$ cat src/design/wrws_pkg.sv
package wrws_pkg;

    typedef enum logic [1:0] {
        REQ_APPEND = 2'd0,
        REQ_QUERY  = 2'd1,
        REQ_CLEAR  = 2'd2,
        REQ_NONE   = 2'd3
    } t_req;

    typedef enum logic [1:0] {
        ST_OK    = 2'd0,
        ST_FULL  = 2'd1,
        ST_RANGE = 2'd2
    } t_status;

    localparam int TOTAL_W = 42;
    localparam int COUNT_W = 11;
    localparam int KEY_W   = 16;
    localparam int WGT_W   = 32;

    // Classified command handed from the front part to the back part
    typedef struct packed {
        t_req              req;
        logic              err;
        logic [KEY_W-1:0]  key;
        logic [WGT_W-1:0]  weight;
        logic [COUNT_W-1:0] start;
        logic [COUNT_W-1:0] stop;
        logic [KEY_W-1:0]  lo;
        logic [KEY_W-1:0]  hi;
    } t_cmd;

endpackage

$ cat src/design/wrws_queue.sv
module wrws_queue (
    input  logic           i_clk,
    input  logic           i_rst_n,
    input  logic           i_push,
    input  wrws_pkg::t_cmd i_cmd,
    output logic           o_full,
    output logic           o_valid,
    input  logic           i_pop,
    output wrws_pkg::t_cmd o_cmd
);
    import wrws_pkg::*;

    t_cmd       r_mem [2];
    logic       r_wp, r_rp;
    logic [1:0] r_cnt;

    assign o_full  = r_cnt == 2'd2;
    assign o_valid = r_cnt != 2'd0;
    assign o_cmd   = r_mem[r_rp];

    // Two-entry queue between front and back
    always_ff @(posedge i_clk) begin
        if (i_push) r_mem[r_wp] <= i_cmd;
        if (!i_rst_n) begin
            r_wp <= 1'b0; r_rp <= 1'b0; r_cnt <= '0;
        end else begin
            if (i_push) r_wp <= ~r_wp;
            if (i_pop)  r_rp <= ~r_rp;
            r_cnt <= r_cnt + {1'b0, i_push} - {1'b0, i_pop};
        end
    end
endmodule

$ cat config.mk
export PLATFORM = sky130hd
export DESIGN_NAME = wrws_queue
export DESIGN_NICKNAME = d
export VERILOG_FILES = /design/src/design/wrws_pkg.sv /design/src/design/wrws_queue.sv
export SDC_FILE = /design/constraint.sdc
export NUM_CORES = 1
export LEC_CHECK = 0
export BUFFER_PORTS_ARGS = -buffer_cell sky130_fd_sc_hd__buf_2
export CORE_AREA = 3 3 120 133
export DETAILED_ROUTE_END_ITERATION = 10
export DIE_AREA = 0 0 123 136
export GPL_ROUTABILITY_DRIVEN = 0
export PLACE_DENSITY = 0.94
export SYNTH_ARGS = -nofsm -noshare
export SYNTH_HDL_FRONTEND = slang
export SYNTH_SLANG_ARGS = --single-unit
$ cat constraint.sdc
create_clock -name i_clk -period 17.4 [get_ports i_clk]
set_input_delay 5.22 -clock i_clk [delete_from_list [all_inputs] [get_ports i_clk]]
set_output_delay 5.22 -clock i_clk [all_outputs]
set_load 0.02 [all_outputs]
# After elaboration in Yosys (flattened, before gate mapping)
# Memories as Yosys holds them, arrays and structs flattened. A register that Yosys moved wholly into a read port is not among the register bits.
# Cells that the tools add are included.
dict set report word_totals {
  ff_bits 4
  mem_bits_rw 210
  input_bits 109
  out_inout_bits 107
  word_cells 14
  memories 1
}
# memory words word_bits rd rd_ports_with_merged_regs write_ports line_no
set memory_table {}
lappend memory_table {r_mem 2 105 1 1 1 wrws_queue.sv:13} ;# t_cmd r_mem [2];
dict set report classes {
  addsub 2
  n_eq_ne 1
  muxes 4
  n_bitwise 2
  reduce_logical 1
}
# op count
set ops {}
lappend ops {{1-bit 2-to-1 mux} 4}
lappend ops {{2-bit by 1-bit adder with 2-bit output} 1}
lappend ops {{2-bit == test, second input constant} 1}
lappend ops {{1-bit NOT} 2}
lappend ops {{2-bit nonzero test} 1}
lappend ops {{2-bit by 1-bit subtractor with 2-bit output} 1}

# Depth between registers and ports, before layout
dict set report depth {
  word_depth 3
  ltp_mapped 6
}

# Least setup slack after synthesis
# No wires, ideal clock.
dict set report synth_path {
  path_kind {input-to-reg}
  from {in i_push}
  to {mem r_mem[0][0] (netlist bit) (enable)}
  setup_time_ps 583
  arrival_time_ps 9817
  slack_ps 7001
  stages 1
  path_buffers 0
  cell_sequence {nor2b_1}
}
dict set report synth_via {
  elab_chain_len 2
}
# item line_no
set synth_rtl {}
lappend synth_rtl {{start: declaration} wrws_queue.sv:4} ;# input logic i_push,
lappend synth_rtl {{1-bit 2-to-1 mux} wrws_queue.sv:23} ;# if (i_push) r_mem[r_wp] <= i_cmd;
lappend synth_rtl {{1-bit 2-to-1 mux (implied by the code)} wrws_queue.sv:23}
lappend synth_rtl {{end: declaration} wrws_queue.sv:13}
# No other way between the ends.

==> flow_summary.ini <==
[run_status]
outcome = completed

[cells_and_area]
syn_to_final_growth_pct = 22.4
drive_gt1_share_pct = 59.4
diodes = 0
final_nets = 689
fill_cells = 920
stdcell_count = 785
final_cell_mix = 215 x buf_2, 210 x edfxtp_1, 55 x mux2_2
layout_commonest_cell = buf_2

[yosys]
syn_area_per_cell_um2 = 23.1
synthesis.area_um2 = 8060
synth-seq-cells = 215
syn_nets = 459
ys_types = 16
synth_top_area_share_pct = 78.3
synthTopCellsByArea = edfxtp_1 78%, mux2_4 9.3%, mux2_2 7.7%
syn-instance-count = 348
yosysTopAreaCell = edfxtp_1
synth-seq-area-share_pct = 79.5
yosys_warnings = 0

[detailed_routing]
first_pass_iters = 6
highest_layer = met4
dr_wl_met2_um = 7960
vias = 3993
wire_per_inst_um = 18.8
initialDrtViolationCount = 233
dr_wl_met3_um = 1180
drtAntennaViolNets = 0
viasPerCell = 5.09
routed_wl_um = 14700
drc = 0
wirelength_met1_um = 5190

[timing]
finClkSkew_ns = 0.0254
final_max_slew_viol_count = 0
post-route-period-util_pct = 46.1
fin_crit_ns = 8.02
slew_headroom_pct = 38.5
rsz0062_at_grt = false
tightest_slew_ns = 0.923
fmax_ghz = 0.125
setup_viol = 0
fin_setup_tns_ns = 0
holdWs_ns = 0.584
hold_viol_final = 0

[power]
seqPwrFrac_pct = 53.2
comb_power_share_pct = 12.4
p_leak_uw = 0.00383
p_per_area_nw_per_um2 = 116
total_power_uw = 1150
ir_drop_mv = 0.0977
internal_power_uw = 885
p_switching_uw = 263
swShare_pct = 22.9
clock_power_share_pct = 34.4

[global_routing]
grt_start_max_net_pins = 66
grt_pass1_vias = 4378
antenna_found_initial = 0
grt_usage_pct = 17.3
overflow = 0
grt_pass1_wl_um = 22500

[setup_path]
cpMaxStageDelayCell = dfxtp_4
r2r_slack_ns = 15.23
cp_top_family = buffers and inverters
cp_cell_sequence = buf_4 -> mux2_2 -> buf_2
crit_path_end_kind = output pin
cp_max_fo = 65
cp.arrival_ns = 2.80
cp-start-kind = flip-flop
path_buf_inv = 2
cp.required_ns = 12.18
path_class = reg -> out
cpPeakStageDelay_ns = 0.83

[worst_hold_path]
hp-class = reg -> reg

[cts]
cts_sinks = 215
clock_path_buffers = 3
post_cts_buffers = 0
path_clk_slew_ns = 0.06
cts.repair.resized = 0
cts_htree_levels = 1
cts_tree = done
hold_buffers = 0
root_buffer = clkbuf_16
cts_made_buffers = 21
clkLatencyLatePin_ns = 0.50

[floorplan]
die_h_um = 136
dieArea_um2 = 16700
rows = 46
core_um2 = 14600
dieWidth_um = 123
ioPinCount = 216
initial_utilization_pct = 55.3

[job]
max_cap_violations = 0

[place]
dpl.hpwl_um = 9840
place_inst = 747
numPortBuffers = 215
per-stage QoR:
stage	worst slack, ns	utilization [%]	instance area [um2]
after floorplan	7.00	-	8060
after global placement	9.89	63.6	9260
after detailed placement	9.85	63.6	9260
after CTS	9.30	67.7	9860
after global routing	9.22	67.7	9860
final	9.38	67.7	9860
worst register-to-register path, stage by stage (launching register included):
cell and delay, ns:
dfxtp_1 0.34, nor2b_4 0.11, buf_4 0.47, buf_4 0.77
per-layer routing:
metal / up-vias / track usage [%]
met1: 1951 / 19.3
met5: - / 0
li1: 1832 / -
met4: 0 / 5.91
met3: 36 / 4.79
met2: 174 / 31.5
flip-flops by register name (all words and copies together), names as in the netlist, named ones only:
name and cells:
r_cnt 2, r_mem 210, r_wp 1, r_rp 1
kinds of logic (layout without fill, tap and decap cells):
family	Yosys count	count (layout)	synth area share (%)
AND/OR/NAND/NOR	9	9	0.699
flip-flops	215	215	79.5
buffers and inverters	14	259	1.97
adder cells (fa/ha/maj)	2	2	0.311
AO/OA/AOI/OAI	1	1	0.0932
XOR/XNOR	2	2	0.388
multiplexers	105	105	17.0
final timing paths:
check	from	to	cells past startpoint
min reg2reg	r_rp	r_rp	2
max	flip-flop	o_cmd[40]	3
max reg2reg	r_wp	r_mem[0][22]	3
min	r_rp	r_rp	2
cell type report:
type | count | area (um2) | share of cell area (%)
timing repair buffer | 219 | 1110 | 11.2
multi-input combinational | 119 | 1500 | 15.2
clock inverter | 10 | 45.0 | 0.457
sequential | 215 | 6410 | 65.0
tap | 192 | 240 | 2.44
inverter | 2 | 7.51 | 0.0761
clock buffer | 28 | 552 | 5.60
synth_stat cells:
cell type,number
xor2_1,1
mux2_2,55
or2_2,1
o21a_1,1
buf_8,1
xnor3_1,1
buf_12,5
inv_1,2
buf_6,1
ha_1,2
nor2b_1,4
and2_1,4
mux2_4,50
dfxtp_1,5
buf_2,5
edfxtp_1,210
power groups by stage:
stage / registers [uW] / clock network, uW / logic, uW
final: 611 / 395 / 143
after global routing: 614 / 424 / 153
after CTS: 612 / 405 / 145
after detailed placement: 622 / 0 / 144
after global placement: 620 / 0 / 139
after floorplan: 618 / 0 / 103
No activity file was read; power rests on OpenSTA's default activity.
