File: src/design/wrws_pkg.sv
package wrws_pkg;

    typedef enum logic [1:0] {
        REQ_APPEND = 2'd0,
        REQ_QUERY  = 2'd1,
        REQ_CLEAR  = 2'd2,
        REQ_NONE   = 2'd3
    } t_req;

    typedef enum logic [1:0] {
        ST_OK    = 2'd0,
        ST_FULL  = 2'd1,
        ST_RANGE = 2'd2
    } t_status;

    localparam int TOTAL_W = 42;
    localparam int COUNT_W = 11;
    localparam int KEY_W   = 16;
    localparam int WGT_W   = 32;

    // Classified command handed from the front part to the back part
    typedef struct packed {
        t_req              req;
        logic              err;
        logic [KEY_W-1:0]  key;
        logic [WGT_W-1:0]  weight;
        logic [COUNT_W-1:0] start;
        logic [COUNT_W-1:0] stop;
        logic [KEY_W-1:0]  lo;
        logic [KEY_W-1:0]  hi;
    } t_cmd;

endpackage

File: src/design/wrws_front.sv
module wrws_front #(
    parameter int MAX_ITEMS = 1024
) (
    input  logic                   i_clk,
    input  logic                   i_rst_n,
    input  logic                   i_valid,
    output logic                   o_stall,
    input  logic [1:0]             i_req_type,
    input  logic [15:0]            i_item_key,
    input  logic [31:0]            i_item_weight,
    input  logic [10:0]            i_range_start,
    input  logic [10:0]            i_range_end,
    input  logic [15:0]            i_key_low,
    input  logic [15:0]            i_key_high,
    input  logic                   i_q_full,
    output logic                   o_q_push,
    output wrws_pkg::t_cmd         o_q_cmd
);
    import wrws_pkg::*;

    localparam int CW = $clog2(MAX_ITEMS + 1);

    logic [CW-1:0] r_count;
    logic [CW-1:0] n_count;
    logic          w_fire;
    t_req          w_req;

    assign o_stall  = i_q_full;
    assign w_fire   = i_valid && !i_q_full;
    assign w_req    = t_req'(i_req_type);
    assign o_q_push = w_fire;

    // Classify against the count as it stands after earlier items
    always_comb begin
        o_q_cmd        = '0;
        o_q_cmd.req    = w_req;
        o_q_cmd.key    = i_item_key;
        o_q_cmd.weight = i_item_weight;
        o_q_cmd.start  = i_range_start;
        o_q_cmd.stop   = i_range_end;
        o_q_cmd.lo     = i_key_low;
        o_q_cmd.hi     = i_key_high;
        n_count        = r_count;
        case (w_req)
            REQ_APPEND: begin
                if (r_count >= CW'(MAX_ITEMS)) o_q_cmd.err = 1'b1;
                else n_count = r_count + 1'b1;
            end
            REQ_QUERY: begin
                if (i_range_start > i_range_end ||
                    {{(32-COUNT_W){1'b0}}, i_range_end} > 32'(r_count))
                    o_q_cmd.err = 1'b1;
            end
            REQ_CLEAR: n_count = '0;
            default: ;
        endcase
    end

    always_ff @(posedge i_clk) begin
        if (!i_rst_n) r_count <= '0;
        else if (w_fire) r_count <= n_count;
    end
endmodule

File: config.mk
export PLATFORM = sky130hd
export DESIGN_NAME = wrws_front
export DESIGN_NICKNAME = d
export VERILOG_FILES = /design/src/design/wrws_pkg.sv /design/src/design/wrws_front.sv
export SDC_FILE = /design/constraint.sdc
export NUM_CORES = 1
export LEC_CHECK = 0
export BUFFER_PORTS_ARGS = -buffer_cell sky130_fd_sc_hd__buf_2
export CORE_AREA = 2 2 82 84
export CTS_CLUSTER_DIAMETER = 30
export DETAILED_ROUTE_END_ITERATION = 10
export DIE_AREA = 0 0 84 86
export PLACE_DENSITY_LB_ADDON = 0.3
export SLEW_MARGIN = 20
export SYNTH_ARGS = -nofsm -noshare
export SYNTH_HDL_FRONTEND = slang
export SYNTH_SLANG_ARGS = --single-unit
export TNS_END_PERCENT = 5
File: constraint.sdc
create_clock -name i_clk -period 2 [get_ports i_clk]
set_input_delay 0.4 -clock i_clk [delete_from_list [all_inputs] [get_ports i_clk]]
set_output_delay 0.4 -clock i_clk [all_outputs]
set_load 0.02 [all_outputs]
---- Yosys cells after proc, flatten, opt, wreduce, memory -nomap -nowiden ----
Index checks and enable logic that the tools add are counted.
storage, ports and cells
  logic and storage cells ................. 19
  register bits ........................... 11
  input port bits ......................... 108
  output and inout bits ................... 107
operators by class
  mux-type cells .......................... 5
  reductions and logical operators ........ 6
  $lt $le $gt $ge ......................... 3
  $add $sub $neg .......................... 1
  eq/ne operators ......................... 3
operator list
  operator                                        count
  > comparator 11 bit                             2
  case mux 11 bit (2 select lines)                1
  adder 11 x 1 -> 11 bit (second input constant)  1
  >= comparator 11 bit (second input constant)    1
  two-way mux 11 bit                              1
  AND reduction 3 bit                             1
  == test 2 x 1 -> 1 bit (second input constant)  1
  == test 2 bit (second input constant)           1
  logical NOT 2 bit                               1
  two-way mux 1 bit                               2
  != test 2 bit (second input constant)           1
  case mux 1 bit (2 select lines)                 1
  nonzero test 2 bit                              1
  logical AND 1 bit                               1
  logical NOT 1 bit                               1
  logical OR 1 bit                                1

---- Longest topological paths before layout ----
  depth in word-level cells ............... 4
  mapped depth ............................ 6
  gate-level depth less buffers ........... 6

---- Worst setup path after synthesis ----
Ideal clock, no wire load.
  path type ............................... reg2out
  from .................................... register r_count[10]
  to ...................................... output port o_q_cmd[102] in the netlist's numbering
  required time ........................... 1.600 ns
  arrival ................................. 1.600 ns
  path slack .............................. 0.000 ns
  path buffers ............................ 0
  cell stages (with the launch flop) ...... 7
  path through ............................ dfxtp_1 -> inv_1 -> ha_1 -> o21ai_0 -> o21bai_1 -> nor2b_1 -> o32ai_1
RTL lines
  what                    RTL line          RTL
  from (decl)             wrws_front.sv:23  logic [CW-1:0] r_count;
  from (signal assigned)  wrws_front.sv:61  else if (w_fire) r_count <= n_count;
  to (decl)               wrws_front.sv:17  output wrws_pkg::t_cmd o_q_cmd

==> out/results.ini <==
[outcome]
outcome=finished, violations left
violations=setup timing

[die]
pin_count=215
core.rowCount=29
die_h_um=86
start_util_pct=30.7
die_x_um=84
die_area_mm2=0.00722
core_area_mm2=0.00628

[sta]
fmax_mhz=457
min_period_ns=2.19
hold_viol_final=0
final.setup.worst_slack_ns=-0.187
whs_ns=0.421
slew_headroom_pct=66.2
setup_viol=1
final-max-slew-violation-count=0
rsz0062_at_grt=true
tightest_slew_ns=0.503
tns_ns=-0.187
period_share_pct=109
skew_ns=0.00613

[routing]
drt-pass1-iter-count=4
vias=1337
ant_nets=0
wirelength_mm=4.10
viasPerCell=4.58
drt_iter0_markers=20
drcViolationCount=0
post_drt_wl_per_cell_um=14.0

[synthesis]
yosysWarnings=0
yosysTopAreaCellShare_pct=40.9
synthTopCellsByArea=buf_4 (41%), ha_1 (16%), dfxtp_1 (11%)
synth_top_cell_by_area=buf_4
ys_ff_latch=11
syn_nets=378
syn-cell-area_mm2=0.00193
syn_inst=246
ys_types=33
postSynthAreaPerCell_um2=7.84
ys_seq_area_share_pct=11.4

[global_route]
grt_remaining_overflow=0
antenna_found_initial=0
grtUsageTotal_pct=11.4
grt_pass1_wl_mm=6.42
grt_max_degree=8
grt_pass1_vias=1329

[clocking]
cts_buffer_depth=2
clock_latency_ns=0.25
cts-htree-levels=1
cts_tree=done
cts.sinks=11
cts_buffers=3
hold_buffers=0
ctsRootBufferMaster=clkbuf_8
clkTransAtPathRegs_ns=0.06

[setup_path]
endpoint_kind=primary output
cp.arrival_ns=1.79
cp_max_fo=3
path_cells=inv_2 > ha_4 > a211oi_4 > o21bai_2 > nor4_2 > o32ai_1 > buf_2
cp.depth=7
slowest_delay_ns=0.35
required_ns=1.60
worstSetupPathType=reg -> out
cp-start-kind=flip-flop
cp.buffers_inverters=2
rr_worst_depth=6
critPathTopFamily=compound AO/OA/AOI/OAI gates
slowest_stage=dfxtp_2

[finish]
diodes=0
top_regs=r_count x11
final_common_cell=buf_2
largest_reg_flops=11
finalNetCount=348
final_cell_mix=buf_2 (54), inv_1 (22), ha_1 (16), buf_4 (16), nand2_1 (10)
largest_register=r_count
final_cells=292
drive_above_1_share_pct=49.8
area_delta_synth_final_pct=-5.06
fin_area_mm2=0.00183

[job]
cap_viol_max_count=0

[pwr]
p_per_area_mw_per_mm2=382
power_frac_comb_pct=35.2
vdd_drop_max_v=0.000140
seq_power_share_pct=31.5
p_switching_uw=232
power_uw=699
p_int_uw=467
p_leak_uw=0.000798
p_sw_share_pct=33.2
p_clk_share_pct=33.3

[hold_path]
worstHoldPathCells=2
min_path_type=in -> reg

[placement]
place_area_mm2=0.00161
io_buffers=54
dpl.cell_count=286
finalWeightedCongestion=0.760
dp_hpwl_mm=3.48

## timing repair
action	4_1_cts	5_1_grt
setup buffers	1	1
pin swaps	8	8
endpoints found under the setup margin	1	1
gates cloned	0	0
resized for setup	17	14
## layer usage
| metal | global-route usage (%) | routed length [um] |
|---|---|---|
| met5 | 0 | 0 |
| met4 | 7.18 | 163 |
| met3 | 3.46 | 333 |
| met2 | 19.5 | 1980 |
| met1 | 12.4 | 1630 |
## power by group through the flow
stage / logic (uW) / clock network, uW / registers, uW
after floorplan: 387 / 0 / 226
final: 246 / 233 / 221
after detailed placement: 214 / 0 / 225
after global routing: 273 / 262 / 220
after CTS: 224 / 243 / 220
after global placement: 214 / 0 / 225
## per-stage QoR
stage | worst slack (ns) | util (%)
2_1_floorplan | 0.000436 | -
6_report | -0.187 | 29.2
3_3_place_gp | -0.181 | 25.7
5_1_grt | -0.279 | 29.2
3_5_place_dp | -0.229 | 25.7
4_1_cts | -0.222 | 27.5
## cell usage after synthesis (all sizes together)
master	count
a211oi	5
a21boi	2
a21oi	9
and4	1
buf	105
dfxtp	11
ha	24
inv	26
mux2i	2
nand2	10
nand2b	1
nand3	5
nand3b	2
nand4	7
nor2	4
nor2b	4
nor3	2
nor3b	1
nor4	3
o211ai	1
o21ai	8
o21bai	1
o221ai	1
o311ai	1
o32ai	2
or3	4
or3b	1
xnor2	3
## cells by family after synthesis
family / share of synthesized area (%)
fa+ha+maj: 15.6
compound gates: 9.73
xor+xnor: 1.36
mux: 1.04
simple gates: 15.0
flops: 11.4
buf+inv: 45.9
## path summary, 6_finish.rpt
check / from / end / slack [ns]
max: r_count[8] / o_q_cmd[102] / -0.19
min: i_rst_n / r_count[0] / 0.42
max reg2reg: r_count[10] / r_count[6] / 0.50
min reg2reg: r_count[8] / r_count[8] / 0.50
## area by class of cell
type	count	area (um^2)
Fill cell	677	4450
Multi-Input combinational cell	104	973
Sequential cell	11	229
Tap cell	77	96.3
Timing Repair Buffer	70	390
Clock buffer	4	45.0
Inverter	26	97.6
## worst reg2reg max path, stage by stage, from the launching register on
cell and delay [ns]:
dfxtp_2 0.32, buf_4 0.14, nand2b_1 0.10, buf_4 0.14, nand4_2 0.19, or3_1 0.39, a21oi_1 0.14
Note: power is estimated with default switching activity, not from simulation.
